$ cat config.mk
export PLATFORM = sky130hd
export DESIGN_NAME = one_shot_event_timer_table_core
export DESIGN_NICKNAME = d
export VERILOG_FILES = /design/src/hw/rtl/ose_pkg.sv /design/src/hw/rtl/ose_alu.sv /design/src/hw/rtl/ose_slot_mem.sv /design/src/hw/rtl/one_shot_event_timer_table_core.sv
export SDC_FILE = /design/constraint.sdc
export NUM_CORES = 2
export LEC_CHECK = 0
export ABC_CLOCK_PERIOD_IN_PS = 9640
export BUFFER_PORTS_ARGS = -buffer_cell sky130_fd_sc_hd__buf_4
export CAP_MARGIN = 20
export CORE_MARGIN = 1
export CORE_UTILIZATION = 43
export DETAILED_ROUTE_END_ITERATION = 12
export GPL_ROUTABILITY_DRIVEN = 1
export PLACE_DENSITY = 0.54
export SYNTH_ARGS = -nofsm -noshare
export SYNTH_HDL_FRONTEND = slang
export SYNTH_SLANG_ARGS = --single-unit
$ cat constraint.sdc
create_clock -name i_clk -period 9.64 [get_ports i_clk]
set_clock_uncertainty 0.2 [all_clocks]
set_input_delay 1.928 -clock i_clk [delete_from_list [all_inputs] [get_ports i_clk]]
set_output_delay 1.928 -clock i_clk [all_outputs]
set_load 0.02 [all_outputs]
$ cat src/hw/rtl/ose_pkg.sv
// ----------------------------------------------------------------------------
// ose_pkg: shared types and constants of the one-shot event timer table
// Result kinds, shared adder operations, sequencer states and the result
// record carried by the output register.
// ----------------------------------------------------------------------------
`default_nettype none

package ose_pkg;

    // Default table geometry
    localparam int SLOT_COUNT_DEF = 32;
    localparam int TAG_BITS_DEF   = 16;

    // A tick reports at most this many fired events
    localparam int MAX_RESULTS = 32;

    // Fixed field widths of the ports
    localparam int DELAY_BITS   = 32;
    localparam int TAG_IN_BITS  = 16;
    localparam int TAG_OUT_BITS = 16;
    localparam int SLOT_BITS    = 5;
    localparam int TIME_BITS    = 64;

    typedef enum logic [1:0] {
        RK_ADD_OK   = 2'd0,
        RK_ADD_FULL = 2'd1,
        RK_FIRED    = 2'd2,
        RK_NONE_DUE = 2'd3
    } t_kind;

    // Operations of the shared 64-bit adder
    typedef enum logic [1:0] {
        ALU_ADD = 2'd0,   // a + b
        ALU_INC = 2'd1,   // a + 1
        ALU_SUB = 2'd2    // a - b, carry set when a >= b
    } t_alu_op;

    typedef enum logic [2:0] {
        ST_IDLE  = 3'd0,
        ST_ADD   = 3'd1,
        ST_INC   = 3'd2,
        ST_SCAN  = 3'd3,
        ST_FLUSH = 3'd4
    } t_state;

    typedef struct packed {
        t_kind                     kind;
        logic [SLOT_BITS-1:0]      slot;
        logic [TAG_OUT_BITS-1:0]   tag;
        logic                      last;
    } t_result;

endpackage

`default_nettype wire

$ cat src/hw/rtl/ose_alu.sv
// ----------------------------------------------------------------------------
// ose_alu: shared 64-bit adder
// One carry-out adder serves the due-time sum, the time increment and the
// due compare (subtract, carry out means no borrow).
// ----------------------------------------------------------------------------
`default_nettype none

module ose_alu
    import ose_pkg::*;
(
    input  wire t_alu_op              i_op,
    input  wire logic [TIME_BITS-1:0] i_a,
    input  wire logic [TIME_BITS-1:0] i_b,
    output logic      [TIME_BITS-1:0] o_sum,
    output logic                      o_carry
);

    logic [TIME_BITS-1:0] b_opnd;
    logic                 cin;

    // Select second operand and carry in
    always_comb begin
        unique case (i_op)
            ALU_ADD: begin
                b_opnd = i_b;
                cin    = 1'b0;
            end
            ALU_INC: begin
                b_opnd = '0;
                cin    = 1'b1;
            end
            ALU_SUB: begin
                b_opnd = ~i_b;
                cin    = 1'b1;
            end
            default: begin
                b_opnd = i_b;
                cin    = 1'b0;
            end
        endcase
    end

    // Add with carry out
    assign {o_carry, o_sum} = {1'b0, i_a} + {1'b0, b_opnd} + {{TIME_BITS{1'b0}}, cin};

endmodule

`default_nettype wire

$ cat src/hw/rtl/ose_slot_mem.sv
// ----------------------------------------------------------------------------
// ose_slot_mem: slot table memory
// One write port and one read port with registered read data; each entry
// holds the due time and the tag of one slot.
// ----------------------------------------------------------------------------
`default_nettype none

module ose_slot_mem
    import ose_pkg::*;
#(
    parameter int DEPTH = SLOT_COUNT_DEF,
    parameter int AW    = 5,
    parameter int DW    = TIME_BITS + TAG_BITS_DEF
) (
    input  wire logic          i_clk,
    input  wire logic          i_we,
    input  wire logic [AW-1:0] i_waddr,
    input  wire logic [DW-1:0] i_wdata,
    input  wire logic [AW-1:0] i_raddr,
    output logic      [DW-1:0] o_rdata
);

    logic [DW-1:0] r_mem [DEPTH];

    // Write port
    always_ff @(posedge i_clk) begin
        if (i_we) begin
            r_mem[i_waddr] <= i_wdata;
        end
    end

    // Registered read port
    always_ff @(posedge i_clk) begin
        o_rdata <= r_mem[i_raddr];
    end

endmodule

`default_nettype wire

$ cat src/hw/rtl/one_shot_event_timer_table_core.sv
// ----------------------------------------------------------------------------
// one_shot_event_timer_table_core: one-shot event timer table
// Keeps a 64-bit tick count and a table of one-shot events; adds events and
// reports the events that fall due on each tick.
// ----------------------------------------------------------------------------
// Usage:
//   Input channel (i_in_valid / o_in_ready) carries one request: an add
//   (i_operation = 0) with i_delay and i_event_tag, or a tick (i_operation = 1).
//   Output channel (o_out_valid / i_out_ready) carries results; o_last marks
//   the final result of a request.
//   An add drives its single result valid from ST_ADD once the output register
//   is free, then returns to idle for the next request: it stores the tag in
//   the next unused slot, due at now + delay, or reports the table full.
//   A tick increments time in ST_INC, then in ST_SCAN reads each used slot
//   from memory and finishes its compare through the shared 64-bit adder,
//   and drives its last result from ST_FLUSH; it then returns to idle for
//   the next request.
//   Only one request is in work at a time; o_in_ready is high only when idle.
//   A stalled receiver holds the scan in place while the output register and
//   one pending result are full; nothing is dropped.
//   Reset clears time, the used-slot count and all active flags; slot contents
//   are written before they are ever compared, so no clearing pass is needed.
// ----------------------------------------------------------------------------
`default_nettype none

module one_shot_event_timer_table_core
    import ose_pkg::*;
#(
    parameter int SLOT_COUNT = SLOT_COUNT_DEF,
    parameter int TAG_BITS   = TAG_BITS_DEF
) (
    input  wire logic                    i_clk,
    input  wire logic                    i_rst_n,
    input  wire logic                    i_in_valid,
    output logic                         o_in_ready,
    input  wire logic                    i_operation,
    input  wire logic [DELAY_BITS-1:0]   i_delay,
    input  wire logic [TAG_IN_BITS-1:0]  i_event_tag,
    output logic                         o_out_valid,
    input  wire logic                    i_out_ready,
    output logic [1:0]                   o_result_kind,
    output logic [SLOT_BITS-1:0]         o_slot,
    output logic [TAG_OUT_BITS-1:0]      o_fired_tag,
    output logic                         o_last
);

    // Slot index, slot count, fire count and stored tag widths
    localparam int IW = (SLOT_COUNT > 1) ? $clog2(SLOT_COUNT) : 1;
    localparam int CW = $clog2(SLOT_COUNT + 1);
    localparam int RW = $clog2(MAX_RESULTS + 1);
    localparam int SW = (TAG_BITS < TAG_IN_BITS) ? TAG_BITS : TAG_IN_BITS;
    localparam int DW = TIME_BITS + SW;

    t_state                r_state, n_state;
    logic [TIME_BITS-1:0]  r_now, n_now;
    logic [CW-1:0]         r_used, n_used;
    logic [SLOT_COUNT-1:0] r_active, n_active;
    logic [CW-1:0]         r_idx, n_idx;
    logic                  r_cmp_valid, n_cmp_valid;
    logic [IW-1:0]         r_cmp_idx, n_cmp_idx;
    logic [RW-1:0]         r_fire_cnt, n_fire_cnt;
    logic                  r_p_valid, n_p_valid;
    logic [IW-1:0]         r_p_slot, n_p_slot;
    logic [SW-1:0]         r_p_tag, n_p_tag;
    logic                  r_out_valid, n_out_valid;
    t_result               r_out, n_out;
    logic [DELAY_BITS-1:0] r_delay, n_delay;
    logic [SW-1:0]         r_tag, n_tag;

    t_alu_op               alu_op;
    logic [TIME_BITS-1:0]  alu_b;
    logic [TIME_BITS-1:0]  alu_sum;
    logic                  alu_carry;
    logic                  mem_we;
    logic [IW-1:0]         mem_waddr;
    logic [DW-1:0]         mem_wdata;
    logic [IW-1:0]         mem_raddr;
    logic [DW-1:0]         mem_rdata;
    logic [TIME_BITS-1:0]  rd_due;
    logic [SW-1:0]         rd_tag;
    logic                  out_free;
    logic                  fire;
    logic                  stall;

    // Shared adder
    ose_alu u_alu (
        .i_op    (alu_op),
        .i_a     (r_now),
        .i_b     (alu_b),
        .o_sum   (alu_sum),
        .o_carry (alu_carry)
    );

    // Slot table
    ose_slot_mem #(
        .DEPTH (SLOT_COUNT),
        .AW    (IW),
        .DW    (DW)
    ) u_mem (
        .i_clk   (i_clk),
        .i_we    (mem_we),
        .i_waddr (mem_waddr),
        .i_wdata (mem_wdata),
        .i_raddr (mem_raddr),
        .o_rdata (mem_rdata)
    );

    assign rd_due   = mem_rdata[SW +: TIME_BITS];
    assign rd_tag   = mem_rdata[SW-1:0];
    assign out_free = !r_out_valid || i_out_ready;

    assign o_in_ready    = (r_state == ST_IDLE);
    assign o_out_valid   = r_out_valid;
    assign o_result_kind = r_out.kind;
    assign o_slot        = r_out.slot;
    assign o_fired_tag   = r_out.tag;
    assign o_last        = r_out.last;

    // Sequencer: next state and datapath controls
    always_comb begin
        n_state     = r_state;
        n_now       = r_now;
        n_used      = r_used;
        n_active    = r_active;
        n_idx       = r_idx;
        n_cmp_valid = r_cmp_valid;
        n_cmp_idx   = r_cmp_idx;
        n_fire_cnt  = r_fire_cnt;
        n_p_valid   = r_p_valid;
        n_p_slot    = r_p_slot;
        n_p_tag     = r_p_tag;
        n_out_valid = r_out_valid && !i_out_ready;
        n_out       = r_out;
        n_delay     = r_delay;
        n_tag       = r_tag;
        alu_op      = ALU_ADD;
        alu_b       = TIME_BITS'(r_delay);
        mem_we      = 1'b0;
        mem_waddr   = r_used[IW-1:0];
        mem_wdata   = {alu_sum, r_tag};
        mem_raddr   = r_idx[IW-1:0];
        fire        = 1'b0;
        stall       = 1'b0;

        unique case (r_state)
            ST_IDLE: begin
                // Latch the request
                if (i_in_valid) begin
                    n_delay = i_delay;
                    n_tag   = i_event_tag[SW-1:0];
                    n_state = i_operation ? ST_INC : ST_ADD;
                end
            end

            ST_ADD: begin
                // Store the event at now + delay, or reject when full
                alu_op = ALU_ADD;
                if (out_free) begin
                    n_out_valid = 1'b1;
                    if (r_used >= CW'(SLOT_COUNT)) begin
                        n_out = '{kind: RK_ADD_FULL, slot: '0, tag: '0, last: 1'b1};
                    end else begin
                        mem_we                    = 1'b1;
                        n_active[r_used[IW-1:0]]  = 1'b1;
                        n_used                    = CW'(r_used + 1'b1);
                        n_out = '{kind: RK_ADD_OK, slot: SLOT_BITS'(r_used[IW-1:0]),
                                  tag: '0, last: 1'b1};
                    end
                    n_state = ST_IDLE;
                end
            end

            ST_INC: begin
                // Advance time and start the scan
                alu_op      = ALU_INC;
                n_now       = alu_sum;
                n_idx       = '0;
                n_cmp_valid = 1'b0;
                n_fire_cnt  = '0;
                n_state     = ST_SCAN;
            end

            ST_SCAN: begin
                // Compare one slot per cycle unless stalled: now - due without borrow means due
                alu_op = ALU_SUB;
                alu_b  = rd_due;
                fire   = r_cmp_valid && r_active[r_cmp_idx] && alu_carry
                         && (r_fire_cnt < RW'(MAX_RESULTS));
                stall  = fire && r_p_valid && !out_free;
                if (stall) begin
                    // Hold: re-read the slot under compare
                    mem_raddr = r_cmp_idx;
                end else begin
                    if (fire) begin
                        if (r_p_valid) begin
                            n_out_valid = 1'b1;
                            n_out = '{kind: RK_FIRED, slot: SLOT_BITS'(r_p_slot),
                                      tag: TAG_OUT_BITS'(r_p_tag), last: 1'b0};
                        end
                        n_p_valid            = 1'b1;
                        n_p_slot             = r_cmp_idx;
                        n_p_tag              = rd_tag;
                        n_active[r_cmp_idx]  = 1'b0;
                        n_fire_cnt           = RW'(r_fire_cnt + 1'b1);
                    end
                    if (r_idx < r_used) begin
                        n_cmp_valid = 1'b1;
                        n_cmp_idx   = r_idx[IW-1:0];
                        n_idx       = CW'(r_idx + 1'b1);
                    end else begin
                        n_cmp_valid = 1'b0;
                        if (!r_cmp_valid) begin
                            n_state = ST_FLUSH;
                        end
                    end
                end
            end

            ST_FLUSH: begin
                // Send out the final result of the tick
                if (out_free) begin
                    n_out_valid = 1'b1;
                    if (r_p_valid) begin
                        n_out = '{kind: RK_FIRED, slot: SLOT_BITS'(r_p_slot),
                                  tag: TAG_OUT_BITS'(r_p_tag), last: 1'b1};
                    end else begin
                        n_out = '{kind: RK_NONE_DUE, slot: '0, tag: '0, last: 1'b1};
                    end
                    n_p_valid = 1'b0;
                    n_state   = ST_IDLE;
                end
            end

            default: begin
                n_state = ST_IDLE;
            end
        endcase
    end

    // Control registers
    always_ff @(posedge i_clk) begin
        if (!i_rst_n) begin
            r_state     <= ST_IDLE;
            r_now       <= '0;
            r_used      <= '0;
            r_active    <= '0;
            r_cmp_valid <= 1'b0;
            r_p_valid   <= 1'b0;
            r_out_valid <= 1'b0;
            r_idx       <= '0;
            r_fire_cnt  <= '0;
        end else begin
            r_state     <= n_state;
            r_now       <= n_now;
            r_used      <= n_used;
            r_active    <= n_active;
            r_cmp_valid <= n_cmp_valid;
            r_p_valid   <= n_p_valid;
            r_out_valid <= n_out_valid;
            r_idx       <= n_idx;
            r_fire_cnt  <= n_fire_cnt;
        end
    end

    // Payload registers
    always_ff @(posedge i_clk) begin
        r_cmp_idx <= n_cmp_idx;
        r_p_slot  <= n_p_slot;
        r_p_tag   <= n_p_tag;
        r_out     <= n_out;
        r_delay   <= n_delay;
        r_tag     <= n_tag;
    end

    // A pending fired result exists only while a tick is in work
    a_pending_in_tick: assert property (@(posedge i_clk) disable iff (!i_rst_n)
        r_p_valid |-> (r_state == ST_SCAN || r_state == ST_FLUSH))
        else $error("pending result outside a tick");

    // The used-slot count never passes the table size
    a_used_bound: assert property (@(posedge i_clk) disable iff (!i_rst_n)
        r_used <= CW'(SLOT_COUNT))
        else $error("used-slot count beyond table size");

    // A tick never reports more than the result limit
    a_fire_bound: assert property (@(posedge i_clk) disable iff (!i_rst_n)
        r_fire_cnt <= RW'(MAX_RESULTS))
        else $error("fire count beyond result limit");

    // A stall keeps the slot under compare in place
    a_stall_holds: assert property (@(posedge i_clk) disable iff (!i_rst_n)
        stall |=> (r_cmp_valid && r_cmp_idx == $past(r_cmp_idx)))
        else $error("stalled compare lost");

    // An accepted request closes the input until it is done
    a_one_request: assert property (@(posedge i_clk) disable iff (!i_rst_n)
        (i_in_valid && o_in_ready) |=> !o_in_ready)
        else $error("second request taken while busy");

endmodule

`default_nettype wire

==> run_results.csv <==
group,metric,value,unit
sta,final_max_slew_viol_count,0,
sta,worst_pin_slew,1.16,ns
sta,hold_violations,0,
floorplanning,ios,79,
synthesis,yosysWarningCount,0,
clock_tree,cts_setup_buffers,0,
clock_tree,cts-resized-gates,0,
synthesis,ys_ff_latch,2858,
placement,place_area,0.120,mm2
placement,place_congestion,0.899,
synthesis,synth.most_common_cell,"edfxtp_1",
clock_tree,path_clk_slew,0.06,ns
cells_and_area,nets,8680,
global_routing,grt_overflow,0,
critical_path,r2r-end,"u_mem.o_rdata[32]",
critical_path,critical_path_class,"reg -> reg",
clock_tree,cts_hold_buf,0,
critical_path,start_kind,"flip-flop",
global_routing,grt_max_degree,144,
power,ir_drop,171,uV
synthesis,synth.top_cells.by_area,"edfxtp_1 70%, nand2_1 6.7%, dfxtp_1 3.5%, mux2i_1 3.3%, a21oi_1 2.4%",
clock_tree,worst_skew_pair.late_latency,0.97,ns
clock_tree,cts_max_level,5,
sta,holdWs,0.197,ns
synthesis,synth-edff-count,2658,
critical_path,reg2reg_slack,1.11,ns
power,p_per_area,221,mW/mm2
global_routing,grtUsageTotal,0.276,
cells_and_area,fill_cells,22500,
floorplanning,row_count,188,
sta,finalCritPeriodShare,0.885,
clock_tree,cts.sinks,2858,
floorplanning,die_h,517,um
run,cap_viol_max_count,0,
min_path,min_to,"r_p_tag[7]",
global_routing,grt_antenna_before_repair,12,
synthesis,yosys-top-cells-count,"2658 x edfxtp_1, 2044 x nand2_1, 553 x a21oi_1, 371 x mux2i_1, 261 x clkbuf_1",
synthesis,ys_async_sr_fraction,0,
critical_path,cp_max_fo,137,
route,wl_per_cell,30.3,um
floorplanning,die-area,0.268,mm2
synthesis,post-synth-top-area-fraction,0.699,
floorplanning,coreArea,0.263,mm2
min_path,worstHoldPathCells,0,
route,via_count,73400,
cells_and_area,syn_to_final_growth,14.1,%
min_path,hold_start,"u_mem.o_rdata[7]",
synthesis,yosysSeqAreaShare,0.734,
critical_path,worst-r2r-cell-count,20,
route,drt-total-wl,373000,um
floorplanning,start_util,0.434,
synthesis,synthFlopType,"edfxtp_1",
critical_path,timing.rr.start,"r_state[0]",
critical_path,worstPathArrival,9.11,ns
clock_tree,cts_made_buffers,319,
critical_path,crit_start,"r_state[0]",
placement,dp_hpwl,203000,um
sta,setup_viol,0,
status,status,"completed",
critical_path,cp-end-kind,"flip-flop",
route,first_pass_iters,6,
clock_tree,cts-root-buf,"clkbuf_16",
route,ant_nets,0,
global_routing,grt_pass1_vias,69600,
placement,dp_cells,11700,
synthesis,yosysTopAreaCell,"edfxtp_1",
synthesis,yosysUniqueCellTypes,83,
placement,io_buffers,78,
synthesis,synth.avg_cell_area,13.5,um2
cells_and_area,drive_gt1_frac,0.108,
sta,clock.fmax,0.117,GHz
sta,relSlewSlack,0.226,
critical_path,required,10.22,ns
synthesis,synth_nets,8566,
sta,setup-tns-final,0,ns
power,leakage,46.9,nW
synthesis,synthCells,8435,
global_routing,grt_pass1_wl,523000,um
clock_tree,clockBufferDepth,4,
sta,period_needed,8.53,ns
clock_tree,cts_tree,"yes",
synthesis,synthesis.area,0.114,mm2
sta,rsz0062_at_grt,"false",
cells_and_area,final_area,0.130,mm2
cells_and_area,final_cell_count_no_fill,12300,
route,dr.first_iter.drc_count,9340,
floorplanning,die_w,517,um
min_path,hold_path.class,"reg -> reg",
route,drc,0,
route,avgViaCountPerCell,5.96,
==> area by class of cell <==
type	instances	area [um2]	area share
Clock buffer	428	8690	0.0666
Clock inverter	129	1340	0.0103
Sequential cell	2858	83800	0.643
Tap cell	3515	4400	0.0337
Inverter	53	251	0.00193
Antenna cell	6	15.0	0.000115
Multi-Input combinational cell	4994	28800	0.221
Timing Repair Buffer	323	3070	0.0235
==> worst max-delay path: stages, from the launching register on <==
cell,delay (ns)
dfxtp_1,0.44
nor2b_1,0.31
and2_4,0.42
ha_4,0.35
nand2b_4,0.64
a21oi_1,0.10
a31o_2,0.26
ha_1,0.46
and2_1,0.19
or3b_1,0.39
nor4_1,0.47
and3_1,0.29
o211a_1,0.20
o2bb2ai_4,0.23
a21bo_4,0.50
and2_4,0.89
buf_12,0.54
mux2i_1,0.31
o22ai_1,0.11
nor4_1,0.55
o31ai_1,0.14
==> cells in the final DEF (no fill, tap or decap), types with 125 or more instances in the layout <==
master	n
a21oi_1	551
nor4_1	125
nand2_1	2038
a31oi_1	186
clkbuf_16	322
buf_4	273
o21ai_0	148
mux2i_1	368
dfxtp_1	200
edfxtp_1	2658
o22ai_1	204
nand3_1	190
and3_1	229
==> sequential cells by signal (all words and copies together), names as in the netlist, 5 cells and up <==
register       flops
u_mem.r_mem     2560
u_mem.o_rdata     80
r_now             64
r_active          32
r_delay           32
o_fired_tag       16
r_p_tag           16
r_tag             16
r_fire_cnt         6
r_idx              6
r_used             6
o_slot             5
r_cmp_idx          5
r_p_slot           5
==> kinds of logic after synthesis <==
family	after synthesis	synth area share
AOI/OAI and AO/OA	1532	0.0843
and+or+nand+nor	2935	0.112
xor gates and xnor gates	70	0.00537
DFF	2858	0.734
buffers and inverters	583	0.0228
adders and majority gates	78	0.00867
muxes	379	0.0334
==> per-stage QoR <==
| step | utilization | power, mW | setup slack, ns |
|---|---|---|---|
| final | 0.495 | 28.8 | 1.11 |
| after global routing | 0.495 | 29.6 | 0.813 |
| after CTS | 0.495 | 29.0 | 1.27 |
| after detailed placement | 0.457 | 17.2 | 1.23 |
| after global placement | 0.456 | 17.2 | 1.44 |
| after floorplan | - | 16.0 | 2.50 |
==> how the worst max path moves through the flow <==
stage,slack (ns),cells past startpoint,end
after CTS,1.27,20,u_mem.o_rdata[32]
after detailed placement,1.23,20,u_mem.o_rdata[32]
final,1.11,20,u_mem.o_rdata[32]
after floorplan,2.50,6,u_mem.r_mem[29][0]
after global placement,1.44,22,u_mem.o_rdata[8]
after global routing,0.81,21,u_mem.o_rdata[10]
==> routing by layer <==
layer,share of wire,vias up,global-route usage
met3,0.084,566,0.0446
met2,0.46,3413,0.433
met5,0.00015,-,0
met4,0.034,6,0.0936
met1,0.42,37500,0.389
li1,-,31800,-
==> power by group <==
group | internal [mW] | leakage [nW] | total, mW | switching, mW
registers | 14.5 | 25.9 | 14.8 | 0.230
clock network | 7.00 | 4.91 | 11.8 | 4.84
logic | 0.525 | 16.1 | 2.21 | 1.68
Note: power is estimated with default switching activity, not from simulation.
